**config.mk**
```make
export PLATFORM = sky130hd
export DESIGN_NAME = dns_name_label_encoder
export DESIGN_NICKNAME = d
export VERILOG_FILES = /design/src/sv/dnsle_pkg.sv /design/src/sv/dnsle_label_ram.sv /design/src/sv/dnsle_out_stage.sv /design/src/sv/dnsle_ctrl.sv /design/src/sv/dns_name_label_encoder.sv
export SDC_FILE = /design/constraint.sdc
export NUM_CORES = 1
export LEC_CHECK = 0
export ABC_AREA = 1
export BUFFER_PORTS_ARGS = -buffer_cell sky130_fd_sc_hd__buf_2
export CAP_MARGIN = 15
export CORE_UTILIZATION = 30
export CTS_CLUSTER_DIAMETER = 100
export DETAILED_ROUTE_END_ITERATION = 10
export PLACE_DENSITY = 0.56
export SLEW_MARGIN = 20
export SYNTH_ARGS = -nofsm -noshare
export SYNTH_HDL_FRONTEND = slang
export SYNTH_SLANG_ARGS = --single-unit
```
**constraint.sdc**
```tcl
create_clock -name clk -period 5.5 [get_ports clk]
set_input_delay 0.825 -clock clk [delete_from_list [all_inputs] [get_ports clk]]
set_output_delay 0.825 -clock clk [all_outputs]
set_load 0.01 [all_outputs]
```
**src/sv/dnsle_pkg.sv**
```systemverilog
// Shared constants and types of the DNS name label encoder.
// No dependencies; every other file but the label RAM refers to this package.
package dnsle_pkg;

  localparam int MAX_LABEL   = 62;
  localparam int STORE_DEPTH = 62;
  localparam int ADDR_W      = $clog2(STORE_DEPTH);
  localparam int CNT_W       = $clog2(MAX_LABEL + 1);
  localparam int BYTE_W      = 8;
  localparam int LEN_W       = 16;

  localparam logic [BYTE_W-1:0] DOT_CHAR  = 8'd46;
  localparam logic [BYTE_W-1:0] TERM_BYTE = 8'd0;

  // One result word as handed from the sequencer to the output stage.
  typedef struct packed {
    logic              valid;
    logic [BYTE_W-1:0] byte_val;
    logic              last;
    logic [LEN_W-1:0]  enc_len;
    logic              ovf;
  } out_word_t;

endpackage

```
**src/sv/dnsle_label_ram.sv**
```systemverilog
// Single-port-write, single-port-read label buffer with a registered read.
// Generic RAM; uses no package.
module dnsle_label_ram #(
  parameter int DEPTH  = 62,
  parameter int WIDTH  = 8,
  parameter int ADDR_W = $clog2(DEPTH)
) (
  input  logic              clk,
  input  logic              wr_en,
  input  logic [ADDR_W-1:0] wr_addr,
  input  logic [WIDTH-1:0]  wr_data,
  input  logic              rd_en,
  input  logic [ADDR_W-1:0] rd_addr,
  output logic [WIDTH-1:0]  rd_data
);

  logic [WIDTH-1:0] mem [DEPTH];
  logic [WIDTH-1:0] rd_data_r;

  always_ff @(posedge clk) begin
    if (wr_en) begin
      mem[wr_addr] <= wr_data;
    end
  end

  // Read data holds while no read is issued, so a stalled consumer keeps it.
  always_ff @(posedge clk) begin
    if (rd_en) begin
      rd_data_r <= mem[rd_addr];
    end
  end

  assign rd_data = rd_data_r;

endmodule

```
**src/sv/dnsle_out_stage.sv**
```systemverilog
// Output register of the encoder: holds one result word until it is taken.
// Depends on dnsle_pkg for the result word type.
module dnsle_out_stage (
  input  logic                      clk,
  input  logic                      rst_n,
  input  dnsle_pkg::out_word_t      push,
  output logic                      can_push,
  output logic                      out_valid,
  input  logic                      out_ready,
  output logic [dnsle_pkg::BYTE_W-1:0] out_byte,
  output logic                      out_last_of_run,
  output logic [dnsle_pkg::LEN_W-1:0]  out_encoded_length,
  output logic                      out_label_overflow
);

  logic                         valid_r;
  logic [dnsle_pkg::BYTE_W-1:0] byte_r;
  logic                         last_r;
  logic [dnsle_pkg::LEN_W-1:0]  len_r;
  logic                         ovf_r;

  assign can_push = !valid_r || out_ready;

  always_ff @(posedge clk) begin
    if (!rst_n) begin
      valid_r <= 1'b0;
    end else if (push.valid && can_push) begin
      valid_r <= 1'b1;
    end else if (out_ready) begin
      valid_r <= 1'b0;
    end
  end

  always_ff @(posedge clk) begin
    if (push.valid && can_push) begin
      byte_r <= push.byte_val;
      last_r <= push.last;
      len_r  <= push.enc_len;
      ovf_r  <= push.ovf;
    end
  end

  assign out_valid          = valid_r;
  assign out_byte           = byte_r;
  assign out_last_of_run    = last_r;
  assign out_encoded_length = len_r;
  assign out_label_overflow = ovf_r;

endmodule

```
**src/sv/dnsle_ctrl.sv**
```systemverilog
// Sequencer of the encoder: buffers label characters in the label RAM and
// replays them as length byte plus data. Depends on dnsle_pkg.
module dnsle_ctrl (
  input  logic                               clk,
  input  logic                               rst_n,
  input  logic                               in_valid,
  output logic                               in_ready,
  input  logic                               in_mode,
  input  logic [dnsle_pkg::BYTE_W-1:0]       in_char_code,
  output logic                               wr_en,
  output logic [dnsle_pkg::ADDR_W-1:0]       wr_addr,
  output logic [dnsle_pkg::BYTE_W-1:0]       wr_data,
  output logic                               rd_en,
  output logic [dnsle_pkg::ADDR_W-1:0]       rd_addr,
  input  logic [dnsle_pkg::BYTE_W-1:0]       rd_data,
  output dnsle_pkg::out_word_t               push,
  input  logic                               can_push
);

  typedef enum logic [1:0] {
    ST_IDLE,
    ST_FLUSH_LEN,
    ST_FLUSH_DATA,
    ST_TERM
  } state_t;

  localparam int CNT_W  = dnsle_pkg::CNT_W;
  localparam int ADDR_W = dnsle_pkg::ADDR_W;
  localparam int LEN_W  = dnsle_pkg::LEN_W;

  state_t                       state_r, state_nxt;
  logic [CNT_W-1:0]             count_r, count_nxt;
  logic [ADDR_W-1:0]            idx_r, idx_nxt;
  logic                         dot_r, dot_nxt;
  logic [LEN_W-1:0]             len_r, len_nxt;
  logic                         ovf_r, ovf_nxt;
  logic                         then_term_r, then_term_nxt;
  logic [dnsle_pkg::BYTE_W-1:0] char_r, char_nxt;

  logic                         apply_en;
  logic [dnsle_pkg::BYTE_W-1:0] apply_code;
  logic [CNT_W-1:0]             apply_cnt;
  logic                         flush_done;
  logic                         last_idx;
  logic [LEN_W:0]               len_inc;
  logic [LEN_W:0]               len_sum;
  logic [LEN_W-1:0]             len_sat;

  // Saturating length update: one more byte for the terminator, otherwise
  // the label's bytes plus its length byte.
  always_comb begin
    len_inc = (state_r == ST_TERM) ? (LEN_W+1)'(1) : (LEN_W+1)'(count_r) + (LEN_W+1)'(1);
    len_sum = {1'b0, len_r} + len_inc;
    len_sat = len_sum[LEN_W] ? {LEN_W{1'b1}} : len_sum[LEN_W-1:0];
  end

  assign last_idx = ((CNT_W'(idx_r) + CNT_W'(1)) == count_r);

  always_comb begin
    state_nxt     = state_r;
    count_nxt     = count_r;
    idx_nxt       = idx_r;
    dot_nxt       = dot_r;
    len_nxt       = len_r;
    ovf_nxt       = ovf_r;
    then_term_nxt = then_term_r;
    char_nxt      = char_r;
    in_ready      = 1'b0;
    push          = '0;
    rd_en         = 1'b0;
    rd_addr       = idx_r;
    wr_en         = 1'b0;
    wr_addr       = count_r[ADDR_W-1:0];
    wr_data       = in_char_code;
    apply_en      = 1'b0;
    apply_code    = in_char_code;
    apply_cnt     = count_r;
    flush_done    = 1'b0;

    case (state_r)
      ST_IDLE: begin
        in_ready = 1'b1;
        if (in_valid) begin
          if (in_mode) begin
            // A pending dot is final here and is dropped.
            then_term_nxt = 1'b1;
            dot_nxt       = 1'b0;
            state_nxt     = (count_r != '0) ? ST_FLUSH_LEN : ST_TERM;
          end else if (dot_r) begin
            then_term_nxt = 1'b0;
            char_nxt      = in_char_code;
            dot_nxt       = 1'b0;
            state_nxt     = ST_FLUSH_LEN;
          end else begin
            apply_en = 1'b1;
          end
        end
      end
      ST_FLUSH_LEN: begin
        if (can_push) begin
          push.valid    = 1'b1;
          push.byte_val = dnsle_pkg::BYTE_W'(count_r);
          push.last     = (count_r == '0) && !then_term_r;
          push.ovf      = ovf_r;
          if (count_r == '0) begin
            flush_done = 1'b1;
          end else begin
            rd_en     = 1'b1;
            rd_addr   = '0;
            idx_nxt   = '0;
            state_nxt = ST_FLUSH_DATA;
          end
        end
      end
      ST_FLUSH_DATA: begin
        if (can_push) begin
          push.valid    = 1'b1;
          push.byte_val = rd_data;
          push.last     = last_idx && !then_term_r;
          push.ovf      = ovf_r;
          if (last_idx) begin
            flush_done = 1'b1;
          end else begin
            rd_en   = 1'b1;
            rd_addr = idx_r + ADDR_W'(1);
            idx_nxt = idx_r + ADDR_W'(1);
          end
        end
      end
      ST_TERM: begin
        if (can_push) begin
          push.valid    = 1'b1;
          push.byte_val = dnsle_pkg::TERM_BYTE;
          push.last     = 1'b1;
          push.enc_len  = len_sat;
          push.ovf      = ovf_r;
          count_nxt     = '0;
          dot_nxt       = 1'b0;
          len_nxt       = '0;
          ovf_nxt       = 1'b0;
          then_term_nxt = 1'b0;
          state_nxt     = ST_IDLE;
        end
      end
      default: begin
        state_nxt = ST_IDLE;
      end
    endcase

    // Closing a label: account for its bytes, then either finish the name
    // or take in the character that followed the dot.
    if (flush_done) begin
      len_nxt   = len_sat;
      count_nxt = '0;
      apply_cnt = '0;
      if (then_term_r) begin
        state_nxt = ST_TERM;
      end else begin
        apply_en   = 1'b1;
        apply_code = char_r;
        state_nxt  = ST_IDLE;
      end
    end

    // The RAM write never meets a read of the same entry: reads happen only
    // while flushing, and the write after a flush lands when no read issues.
    if (apply_en) begin
      if (apply_code == dnsle_pkg::DOT_CHAR) begin
        dot_nxt = 1'b1;
      end else if (apply_cnt < CNT_W'(dnsle_pkg::MAX_LABEL)) begin
        wr_en     = 1'b1;
        wr_addr   = apply_cnt[ADDR_W-1:0];
        wr_data   = apply_code;
        count_nxt = apply_cnt + CNT_W'(1);
      end else begin
        ovf_nxt = 1'b1;
      end
    end
  end

  always_ff @(posedge clk) begin
    if (!rst_n) begin
      state_r     <= ST_IDLE;
      count_r     <= '0;
      idx_r       <= '0;
      dot_r       <= 1'b0;
      len_r       <= '0;
      ovf_r       <= 1'b0;
      then_term_r <= 1'b0;
      char_r      <= '0;
    end else begin
      state_r     <= state_nxt;
      count_r     <= count_nxt;
      idx_r       <= idx_nxt;
      dot_r       <= dot_nxt;
      len_r       <= len_nxt;
      ovf_r       <= ovf_nxt;
      then_term_r <= then_term_nxt;
      char_r      <= char_nxt;
    end
  end

  a_count_bound: assert property (@(posedge clk) disable iff (!rst_n)
    count_r <= CNT_W'(dnsle_pkg::MAX_LABEL))
    else $error("label count beyond maximum label length");

  a_read_in_label: assert property (@(posedge clk) disable iff (!rst_n)
    rd_en |-> (CNT_W'(rd_addr) < count_r))
    else $error("label RAM read outside the buffered label");

  a_push_has_room: assert property (@(posedge clk) disable iff (!rst_n)
    push.valid |-> can_push)
    else $error("result pushed while the output stage is full");

  a_term_clears: assert property (@(posedge clk) disable iff (!rst_n)
    (state_r == ST_TERM && can_push) |=> (count_r == '0 && len_r == '0 && !dot_r && !ovf_r))
    else $error("name state not cleared after the terminator");

  a_data_idx: assert property (@(posedge clk) disable iff (!rst_n)
    (state_r == ST_FLUSH_DATA) |-> (CNT_W'(idx_r) < count_r))
    else $error("flush index beyond the buffered label");

endmodule

```
**src/sv/dns_name_label_encoder.sv**
```systemverilog
// Top level of the DNS name label encoder: label RAM, sequencer, output stage.
// Depends on dnsle_pkg, dnsle_label_ram, dnsle_ctrl and dnsle_out_stage.
//
// The block takes a host name one character word at a time (in_mode 0) and
// an end-of-name word (in_mode 1), and sends the uncompressed DNS wire form
// as a stream of byte words: for each label a length byte and the label's
// characters, then a zero terminator that carries the total encoded length
// (saturating at 65535) and the overflow flag. Characters past 62 in one
// label are dropped and flagged; a single final dot is dropped. A character
// that does not close a label is taken without leaving the idle state, and
// the next word is accepted in the following cycle. A word that closes a
// label of n bytes occupies the block while it sends the length byte, then
// one byte per cycle out of the single read port of the label RAM as long as
// the result side takes them; an end-of-name word then adds the terminator,
// and one that finds no buffered label goes straight to the terminator.
// Stalls on the result side hold this sequence where it stands. A finished
// result waits in the output register, so character words that make no
// output keep flowing while it is not yet taken.
module dns_name_label_encoder (
  input  logic        clk,
  input  logic        rst_n,
  input  logic        in_valid,
  output logic        in_ready,
  input  logic        in_mode,
  input  logic [7:0]  in_char_code,
  output logic        out_valid,
  input  logic        out_ready,
  output logic [7:0]  out_byte,
  output logic        out_last_of_run,
  output logic [15:0] out_encoded_length,
  output logic        out_label_overflow
);

  logic                               wr_en;
  logic [dnsle_pkg::ADDR_W-1:0]       wr_addr;
  logic [dnsle_pkg::BYTE_W-1:0]       wr_data;
  logic                               rd_en;
  logic [dnsle_pkg::ADDR_W-1:0]       rd_addr;
  logic [dnsle_pkg::BYTE_W-1:0]       rd_data;
  dnsle_pkg::out_word_t               push;
  logic                               can_push;

  // Characters of the label being collected.
  dnsle_label_ram #(
    .DEPTH  (dnsle_pkg::STORE_DEPTH),
    .WIDTH  (dnsle_pkg::BYTE_W),
    .ADDR_W (dnsle_pkg::ADDR_W)
  ) u_ram (
    .clk     (clk),
    .wr_en   (wr_en),
    .wr_addr (wr_addr),
    .wr_data (wr_data),
    .rd_en   (rd_en),
    .rd_addr (rd_addr),
    .rd_data (rd_data)
  );

  // Sequencer that holds the name state and replays labels.
  dnsle_ctrl u_ctrl (
    .clk          (clk),
    .rst_n        (rst_n),
    .in_valid     (in_valid),
    .in_ready     (in_ready),
    .in_mode      (in_mode),
    .in_char_code (in_char_code),
    .wr_en        (wr_en),
    .wr_addr      (wr_addr),
    .wr_data      (wr_data),
    .rd_en        (rd_en),
    .rd_addr      (rd_addr),
    .rd_data      (rd_data),
    .push         (push),
    .can_push     (can_push)
  );

  // Output register that decouples the result channel.
  dnsle_out_stage u_out (
    .clk                (clk),
    .rst_n              (rst_n),
    .push               (push),
    .can_push           (can_push),
    .out_valid          (out_valid),
    .out_ready          (out_ready),
    .out_byte           (out_byte),
    .out_last_of_run    (out_last_of_run),
    .out_encoded_length (out_encoded_length),
    .out_label_overflow (out_label_overflow)
  );

endmodule

```
==> reports/metrics.yaml, run 1 <==
status:
  status: "finished, final reports clean"
global_route:
  grt_antenna_before_repair: 1
  grt_overflow_total: 0
  grt_pass1_vias: 17988
  grt_pass1_wl_mm: 109.4
  grt_max_degree: 185
  grtUsageTotal_pct: 16.02
logic_synthesis:
  synthArstFlopShare_pct: 0
  synth_cell_types: 45
  ys_ff_latch: 572
  synth_area_leader_cell: "edfxtp_1"
  syn_inst: 2628
  ys_seq_area_share_pct: 64.10
  avgSynthCellArea_sq_um: 9.947
  synth_top_area_share_pct: 60.88
  synthTopCellsByArea: "edfxtp_1, nand3_1, nand2_1, inv_1, dfxtp_1"
  syn-cell-area_sq_um: 26140
  yosysWarnings: 0
  syn-num-nets: 2658
  synth-edff-count: 530
  yosys_most_used_dff: "edfxtp_1"
placed_design:
  gp_congestion: 0.9182
  dp_worst_setup_slack_ps: 973.0
  place_hpwl_mm: 43.34
  io_buffers: 40
cts:
  tritoncts: "built"
  root_buffer: "clkbuf_16"
  max-clock-path-buffers: 3
  htree_num_levels: 2
  postCtsSetupBuffers: 0
  clkTransAtPathRegs_ps: 60
  cts_sinks: 572
  clk_latency_ps: 630
  hold_buffers: 0
  cts_resized: 0
  cts_made_buffers: 59
finish:
  mostFrequentLayoutCell: "nand2_1"
  final_cell_mix: "nand2_1, nand3_1, edfxtp_1, inv_1, nor2_1"
  seqCellArea_sq_um: 16760
  fin_nets: 2665
  area_growth_pct: 13.97
  nFillCells: 8770
  finish.utilization_pct: 34.77
  multi_input_area_sq_um: 7800
  layout-drive-gt1-share_pct: 8.234
run:
  cap_violations: 0
sta:
  setup_viol: 0
  min_period_ps: 4634
  worst_pin_slew_ps: 1139
  fin_crit_sh_pct: 84.25
  setup_tns_ps: 0
  finalMaxSlewViolations: 0
  skew_ps: 28.11
  fmax_mhz: 215.8
  setup_slack_ps: 866.3
  slew_headroom_pct: 24.06
  grt_setup_unrepaired: "false"
  finalHoldViolations: 0
worst_setup_path:
  cp.arrival_ps: 5020
  startpoint_type: "flop"
  rrSetupSlack_ps: 870
  crit_required_ps: 5890
  worstSetupPathType: "flop to flop"
  cp-end-kind: "flop"
  cp_max_fo: 30
floorplan:
  rows: 107
  num_io_pins: 41
  die_y_microns: 297.2
  die_area_sq_um: 88320
  core_area_sq_um: 85680
  start_util_pct: 30.51
  die-width_microns: 297.2
hold_path:
  holdCritPathClass: "flop to flop"
pwr:
  vdd_drop_max_mv: 0.8487
  p_per_area_nw_per_um2: 669.6
  total_leakage_power_nw: 11.57
detailed_routing:
  wirelength_mm: 72.07
  drc_errors: 0
  post_drt_wl_per_cell_microns: 18.82
  drtPass1Iterations: 5
  num_vias: 18715
  viasPerCell: 4.888
  drt-initial-drc-count: 1797
  drt.antenna.violating_nets: 0
==> cell families (layout without fill, tap and decap cells) <==
group | Yosys count | count (layout) | synth area share [%]
other | 0 | 1 | 0
adders and majority gates | 17 | 17 | 0.8424
DFF | 572 | 572 | 64.10
buffers and inverters | 445 | 501 | 6.629
and+or+nand+nor | 1457 | 1457 | 25.37
muxes | 5 | 5 | 0.1915
xor gates and xnor gates | 7 | 7 | 0.2345
AOI/OAI and AO/OA | 125 | 125 | 2.632
==> layer usage <==
metal  up-vias  wire length [microns]  track usage [%]
met4         2                   1964            4.995
met5         -                     13                0
met1      8953                  31930            22.10
met2       689                  33180            25.53
li1       8958                      -                -
met3       113                   4983            2.812
==> worst paths after layout <==
check / startpoint / cells past startpoint / to
worst min register to register: u_ctrl.ovf_r / 2 / u_ctrl.ovf_r
worst min-delay path: u_ctrl.ovf_r / 2 / u_ctrl.ovf_r
worst max-delay path: u_ctrl.idx_r[1] / 21 / u_ram.mem[4][5]
worst max register to register: u_ctrl.idx_r[1] / 21 / u_ram.mem[4][5]
==> Yosys cell counts, drive strengths merged (7+ instances only) <==
cell type / n
a31oi: 10
buf: 60
dfxtp: 42
clkbuf: 92
edfxtp: 530
inv: 291
nand3b: 73
nand3: 610
o21ai: 50
nand2: 634
nor2: 123
nor3: 7
a21oi: 53
ha: 16
==> critical path: stages (launching register included) <==
cell,delay (ps)
dfxtp_1,510
ha_1,280
nand2_1,90
nand2_1,100
nand2_1,50
nand2_1,50
nand2_1,50
nor2_1,110
nand3_2,190
o21bai_4,320
nand2_4,200
nand2_1,110
nand2_1,70
inv_1,110
nand2_1,60
nor2_1,160
nand2_1,140
nand2_2,130
nor2_4,110
buf_4,210
o21ai_4,830
buf_4,500
==> metrics by stage <==
step           area (sq um)  hold WS, ps  power [mW]  instances
2_1_floorplan         26140        441.9       12.36       2628
3_3_place_gp          27880        452.4       16.04       3717
3_5_place_dp          27880        453.2       16.06       3717
4_1_cts               29760        463.1       20.01       3827
5_1_grt               29790        484.4       21.14       3828
6_report              29790        462.1       19.95       3829
==> flip-flops by register name, summed over array words and instances, names as in the netlist, 2 cells and up <==
name	count
u_ram.mem	496
u_ctrl.len_r	16
u_out.out_encoded_length	16
u_ctrl.char_r	8
u_out.out_byte	8
u_ram.rd_data	8
u_ctrl.count_r	6
u_ctrl.idx_r	6
u_ctrl.state_r	2
==> area by class of cell <==
class | count | area share (%)
sequential | 572 | 56.24
multi-input combinational | 1611 | 26.18
clock buffer | 79 | 5.384
tap | 1144 | 4.804
inverter | 293 | 3.691
timing repair buffer | 98 | 2.747
clock inverter | 31 | 0.9449
antenna | 1 | 0.008399
==> power breakdown <==
part           total (mW)  internal [mW]  switching [mW]
Sequential           5.87           5.75           0.116
Combinational        10.1           2.67            7.47
Clock                3.94           2.27            1.66
Total                19.9           10.7            9.25
(Power assumes the default switching activity.)
==> run 2: changes to the inputs <==
- clock period: 5.5 -> 4.2 ns (I/O delays scaled with it)
==> run 2 against run 1 <==
  * Wire length grew 2.4%
  * Highest routed layer is now met4
  * Critical path depth grew 1
  * Maximum frequency grew 18%
  * Design area grew 3.3%
  * Die area is the same
  * Clock power grew 30%
  * First-iteration DRC count shrank 12%
  * Sequential power grew 30%
  * Global-route usage grew 0.26 points
  * Total power grew 35%
  * Non-clock buffer count grew 90
==> reports/metrics.yaml, run 2 (same netlist as run 1, synthesis figures left out) <==
sta:
  skew_ps: 24.97  # -3.141 ps
  fin_crit_sh_pct: 93.41  # +9.2 points
  finalHoldViolations: 0  # unchanged
  grt_setup_unrepaired: "false"
  slew_headroom_pct: 39.88  # +16 points
  finalMaxSlewViolations: 0  # unchanged
  setup_tns_ps: 0  # unchanged
  fmax_mhz: 254.9  # +18%
  min_period_ps: 3923  # -710.3 ps
  worst_pin_slew_ps: 899.8  # -239.2 ps
  setup_viol: 0  # unchanged
hold_path:
  min_from: "in_mode"
  holdCritPathClass: "primary input to flop"
  holdPathEnd: "u_ctrl.then_term_r"
  hold_depth: 3  # +1
detailed_routing:
  drt-initial-drc-count: 1588  # -12%
  viasPerCell: 4.831  # -1.2%
  drtPass1Iterations: 5  # unchanged
  drc_errors: 0  # unchanged
  num_vias: 18942  # +1.2%
  post_drt_wl_per_cell_microns: 18.83  # about the same
  wirelength_mm: 73.83  # +2.4%
  drt.antenna.violating_nets: 0  # unchanged
worst_setup_path:
  cp_max_fo: 9  # -70%
  path_cells: "ha_1, nand2_1, nand2_1, nand2_1, nand2_1, nand2_1, nor2_1, nand3_2, o21bai_4, buf_4, nand3_1, nand2_1, inv_1, nand2_1, nor2_1, nand2_1, nand2_2, nor2_4, buf_4, nand3_2, nor2_1, buf_4"
  rrSetupSlack_ps: 280  # -590 ps
  r2r-start: "u_ctrl.idx_r[0]"
  r2r_end: "u_ram.mem[23][3]"
  cpMaxStageDelayCell: "dfxtp_1"
  crit_top_cell: "nand2_1"
  startpoint_type: "flop"
  crit_required_ps: 4550  # -1340 ps
  worstSetupPathType: "flop to flop"
  critPathMaxStageDelay_ps: 460  # -370 ps
  cp.arrival_ps: 4270  # -750 ps
  reg2reg_depth: 22  # +4.8%
  cp-end-kind: "flop"
floorplan:
  start_util_pct: 30.51  # unchanged
  die-width_microns: 297.2  # unchanged
  core_area_sq_um: 85680  # unchanged
  num_io_pins: 41  # unchanged
  die_y_microns: 297.2  # unchanged
  rows: 107  # unchanged
  die_area_sq_um: 88320  # unchanged
cts:
  max-clock-path-buffers: 3  # unchanged
  cts_made_buffers: 61  # +3.4%
  tritoncts: "built"
  clkTransAtPathRegs_ps: 70  # about the same
  clk_latency_ps: 640  # about the same
  root_buffer: "clkbuf_16"
  cts_sinks: 572  # unchanged
  htree_num_levels: 2  # unchanged
global_route:
  grt_max_degree: 115  # -38%
  grt_pass1_wl_mm: 111.2  # +1.6%
  grtUsageTotal_pct: 16.28  # +0.26 points
  grt_overflow_total: 0  # unchanged
  grt_antenna_before_repair: 0  # -1
  grt_pass1_vias: 17878  # -0.61%
run:
  cap_violations: 0  # unchanged
finish:
  final_cell_mix: "nand2_1, nand3_1, edfxtp_1, inv_1, buf_4"
  fin_nets: 2758  # +3.5%
  area_growth_pct: 17.70
  layout-drive-gt1-share_pct: 11.63  # +3.4 points
  nFillCells: 8569  # -2.3%
  largest_register_ffs: 496  # unchanged
  largest-register: "u_ram.mem"
  mostFrequentLayoutCell: "nand2_1"
  finish.utilization_pct: 35.91  # +1.1 points
  diodes: 0  # -1
placed_design:
  place_hpwl_mm: 46.03  # +6.2%
  gp_congestion: 0.8534  # -7.1%
  io_buffers: 40  # unchanged
pwr:
  total_leakage_power_nw: 12.12  # +4.8%
  p_per_area_nw_per_um2: 876.2  # +31%
  p_total_mw: 26.96  # +35%
  vdd_drop_max_mv: 0.6516  # -23%
status:
  status: "finished, final reports clean"
run 2: worst max path at each step:
stage / from / endpoint / slack [ps] / cells after the start
floorplan: u_ctrl.idx_r[1] / u_ram.mem[0][0] / -1010 / 15
global placement: u_ctrl.idx_r[0] / u_ram.mem[21][1] / 210 / 22
detailed placement: u_ctrl.idx_r[0] / u_ram.mem[21][1] / 170 / 22
CTS: u_ctrl.idx_r[0] / u_ram.mem[21][1] / 120 / 22
global route: u_ctrl.idx_r[0] / u_ram.mem[45][2] / 9 / 22
finish: u_ctrl.idx_r[0] / u_ram.mem[23][3] / 280 / 22
run 2: critical path: cells and delay by family (launching register included):
family | cells | cell delay, ps
fa+ha+maj | 1 | 270
simple gates | 16 | 2030
flops | 1 | 460
buf+inv | 4 | 670
compound gates | 1 | 200
run 2: metrics by stage:
stage	worst slack (ps)	hold WS [ps]	instances	instance area, sq um
after floorplan	-1010	441.9	2628	26160
after global placement	212.1	453.0	3801	28680
after detailed placement	165.7	455.9	3801	28680
after CTS	124.9	265.6	3913	30570
after global routing	9.444	293.1	3921	30770
final	276.6	299.6	3921	30770
run 2: report_power, final:
part | total, mW | internal (mW) | switching (mW)
sequential | 7.66 | 7.53 | 0.136
combinational | 14.2 | 4.12 | 10.0
clock | 5.14 | 2.92 | 2.21
total | 27.0 | 14.6 | 12.4
run 2: area by class of cell:
| class | instances | area [sq um] | area share, % |
|---|---|---|---|
| Clock buffer | 83 | 1650 | 5.364 |
| Tap cell | 1144 | 1431 | 4.652 |
| Inverter | 293 | 1100 | 3.574 |
| Sequential cell | 572 | 16760 | 54.46 |
| Multi-Input combinational cell | 1612 | 7894 | 25.66 |
| Timing Repair Buffer | 188 | 1699 | 5.522 |
| Clock inverter | 29 | 237.7 | 0.7726 |
run 2: what timing repair did:
item | 4_1_cts | 5_1_grt
gates resized for setup | 0 | 19
hold buffers | 0 | 0
buffers inserted | 0 | 7
setup endpoints to repair | 0 | 310
run 2: routing by layer:
layer	track usage [%]	part of all wire [%]
met3	2.206	5.4
met4	4.026	2.0
met5	0	0
met1	22.46	45
met2	26.92	48
==> run 3: changes to the inputs <==
- HOLD_SLACK_MARGIN: default -> 0.05
- clock period: 4.2 -> 3.44 ns (I/O delays scaled with it)
==> run 3 against run 2 <==
  * The run now ends with setup timing left
  * First-iteration DRC count is 16% higher
  * Critical endpoint is now u_ram.mem[49][2]
  * Flip-flop and latch count stayed put
  * Critical path type unchanged
  * Sequential share of layout area is 5.1 points lower
==> reports/metrics.yaml, run 3 (same netlist as run 1, synthesis figures left out) <==
status:
  status: "finished with violations"
  violations: "setup timing"
worst_setup_path:
  cp_num_buf_inv: 7  # +3
  cp_max_fo: 8  # -1
  cpMaxStageDelayCell: "dfxtp_2"
  worstSetupPathType: "flop to flop"
  crit_required_ps: 3780  # -770 ps
  cp.arrival_ps: 3910  # -360 ps
  critPathMaxStageDelay_ps: 340  # -120 ps
  cp_top_family: "simple AND/OR/NAND/NOR gates"
  crit_top_cell: "nor2_4"
  cp-end-kind: "flop"
  startpoint_type: "flop"
sta:
  finalMaxSlewViolations: 0  # unchanged
  skew_ps: 34.41  # +9.436 ps
  setup_viol: 622  # +622
  slew_headroom_pct: 29.01  # -11 points
  fmax_mhz: 279.7  # +9.7%
  min_period_ps: 3575  # -348.2 ps
  fin_crit_sh_pct: 103.9  # +11 points
  setup_slack_ps: -135.2  # -411.8 ps
  setup_tns_ps: -38630  # -38,630 ps
  grt_setup_unrepaired: "true"
  finalHoldViolations: 0  # unchanged
  worst_pin_slew_ps: 1064  # +163.8 ps
cts:
  cts_made_buffers: 61  # unchanged
  clkTransAtPathRegs_ps: 70  # about the same
  max-clock-path-buffers: 3  # unchanged
  clk_latency_ps: 640  # about the same
  hold_buffers: 0  # unchanged
  cts_sinks: 572  # unchanged
  root_buffer: "clkbuf_16"
  htree_num_levels: 2  # unchanged
  tritoncts: "built"
finish:
  largest-register: "u_ram.mem"
  mostFrequentLayoutCell: "nand2_1"
  layout-drive-gt1-share_pct: 21.55  # +9.9 points
  area_growth_pct: 29.99
  largest_register_ffs: 496  # unchanged
  final_cell_mix: "nand2_1, nand3_1, edfxtp_1, inv_1, buf_4"
  fin_nets: 2908  # +5.4%
  diodes: 0  # unchanged
floorplan:
  num_io_pins: 41  # unchanged
  die_area_sq_um: 88320  # unchanged
  rows: 107  # unchanged
  start_util_pct: 30.51  # unchanged
  die_y_microns: 297.2  # unchanged
  die-width_microns: 297.2  # unchanged
  core_area_sq_um: 85680  # unchanged
detailed_routing:
  drc_errors: 0  # unchanged
  post_drt_wl_per_cell_microns: 19.62  # +4.2%
  wirelength_mm: 79.81  # +8.1%
  drtPass1Iterations: 7  # +2
  drt.antenna.violating_nets: 0  # unchanged
  num_vias: 19944  # +5.3%
  viasPerCell: 4.903  # +1.5%
  drt-initial-drc-count: 1839  # +16%
global_route:
  grt_max_degree: 76  # -34%
  grtUsageTotal_pct: 16.94  # +0.66 points
  grt_pass1_vias: 18746  # +4.9%
  grt_overflow_total: 0  # unchanged
  grt_antenna_before_repair: 1  # +1
  grt_pass1_wl_mm: 115.6  # +4.0%
placed_design:
  dp_worst_setup_slack_ps: -108.1  # -273.8 ps
  io_buffers: 40  # unchanged
  place_hpwl_mm: 49.28  # +7.1%
  gp_congestion: 0.8986  # +5.3%
hold_path:
  holdCritPathClass: "primary input to flop"
run:
  cap_violations: 0  # unchanged
-- run 3: cell types whose count changed in the layout (fill, tap and decap cells not counted), sizes merged, moves of 2 or more --
cell	before	now
buf	188	322
clkbuf	83	92
bufinv	3	7
clkinv	27	23
clkinvlp	0	2
-- run 3: layout make-up --
cell class / count / area, sq um
fillers: 8204 / 51700
flip-flops and latches: 572 / 16760
multi-input cells: 1613 / 8821
repair buffers: 337 / 3872
clock buffers: 77 / 1628
well taps: 1144 / 1431
inverters: 293 / 1105
clock inverters: 32 / 361.6
-- run 3: metal layers --
layer | vias up | wire length [microns] | global-route usage, %
met1 | 9637 | 34660 | 23.19
met3 | 125 | 5006 | 2.585
met4 | 0 | 2031 | 4.983
met5 | - | 0 | 0
met2 | 707 | 38110 | 27.63
li1 | 9475 | - | -
-- run 3: worst paths after layout --
check        cells after the start  slack, ps       startpoint                  to
max                             25       -140  u_ctrl.idx_r[1]    u_ram.mem[49][2]
min                              3        160          in_mode  u_ctrl.then_term_r
max reg2reg                     25       -140  u_ctrl.idx_r[1]    u_ram.mem[49][2]
min reg2reg                      2        470     u_ctrl.ovf_r        u_ctrl.ovf_r
-- run 3: what timing repair did --
item                                    in CTS  in global routing
pin swaps                                   12                 47
gates cloned                                 3                 18
buffers inserted                            29                 22
endpoints found under the setup margin     567                774
gates resized for setup                     56                296
-- run 3: tightest hold or removal path: stages --
cell,delay (ps)
buf_2,110
nand2_1,70
a21oi_1,60
-- run 3: per-stage QoR --
stage               utilization (%)  instances  hold WS, ps  instance area (sq um)
floorplan                         -       2628        441.9                  26170
global placement              34.65       3891        455.9                  29690
detailed placement            34.65       3891        455.8                  29690
CTS                           37.57       4032        129.9                  32190
global route                  39.66       4068        178.7                  33980
finish                        39.66       4068        163.4                  33980
Power of run 3 is left out: the tool's default activity adds up to more than one toggle a clock period on the data nets, which glitch-free logic cannot reach.
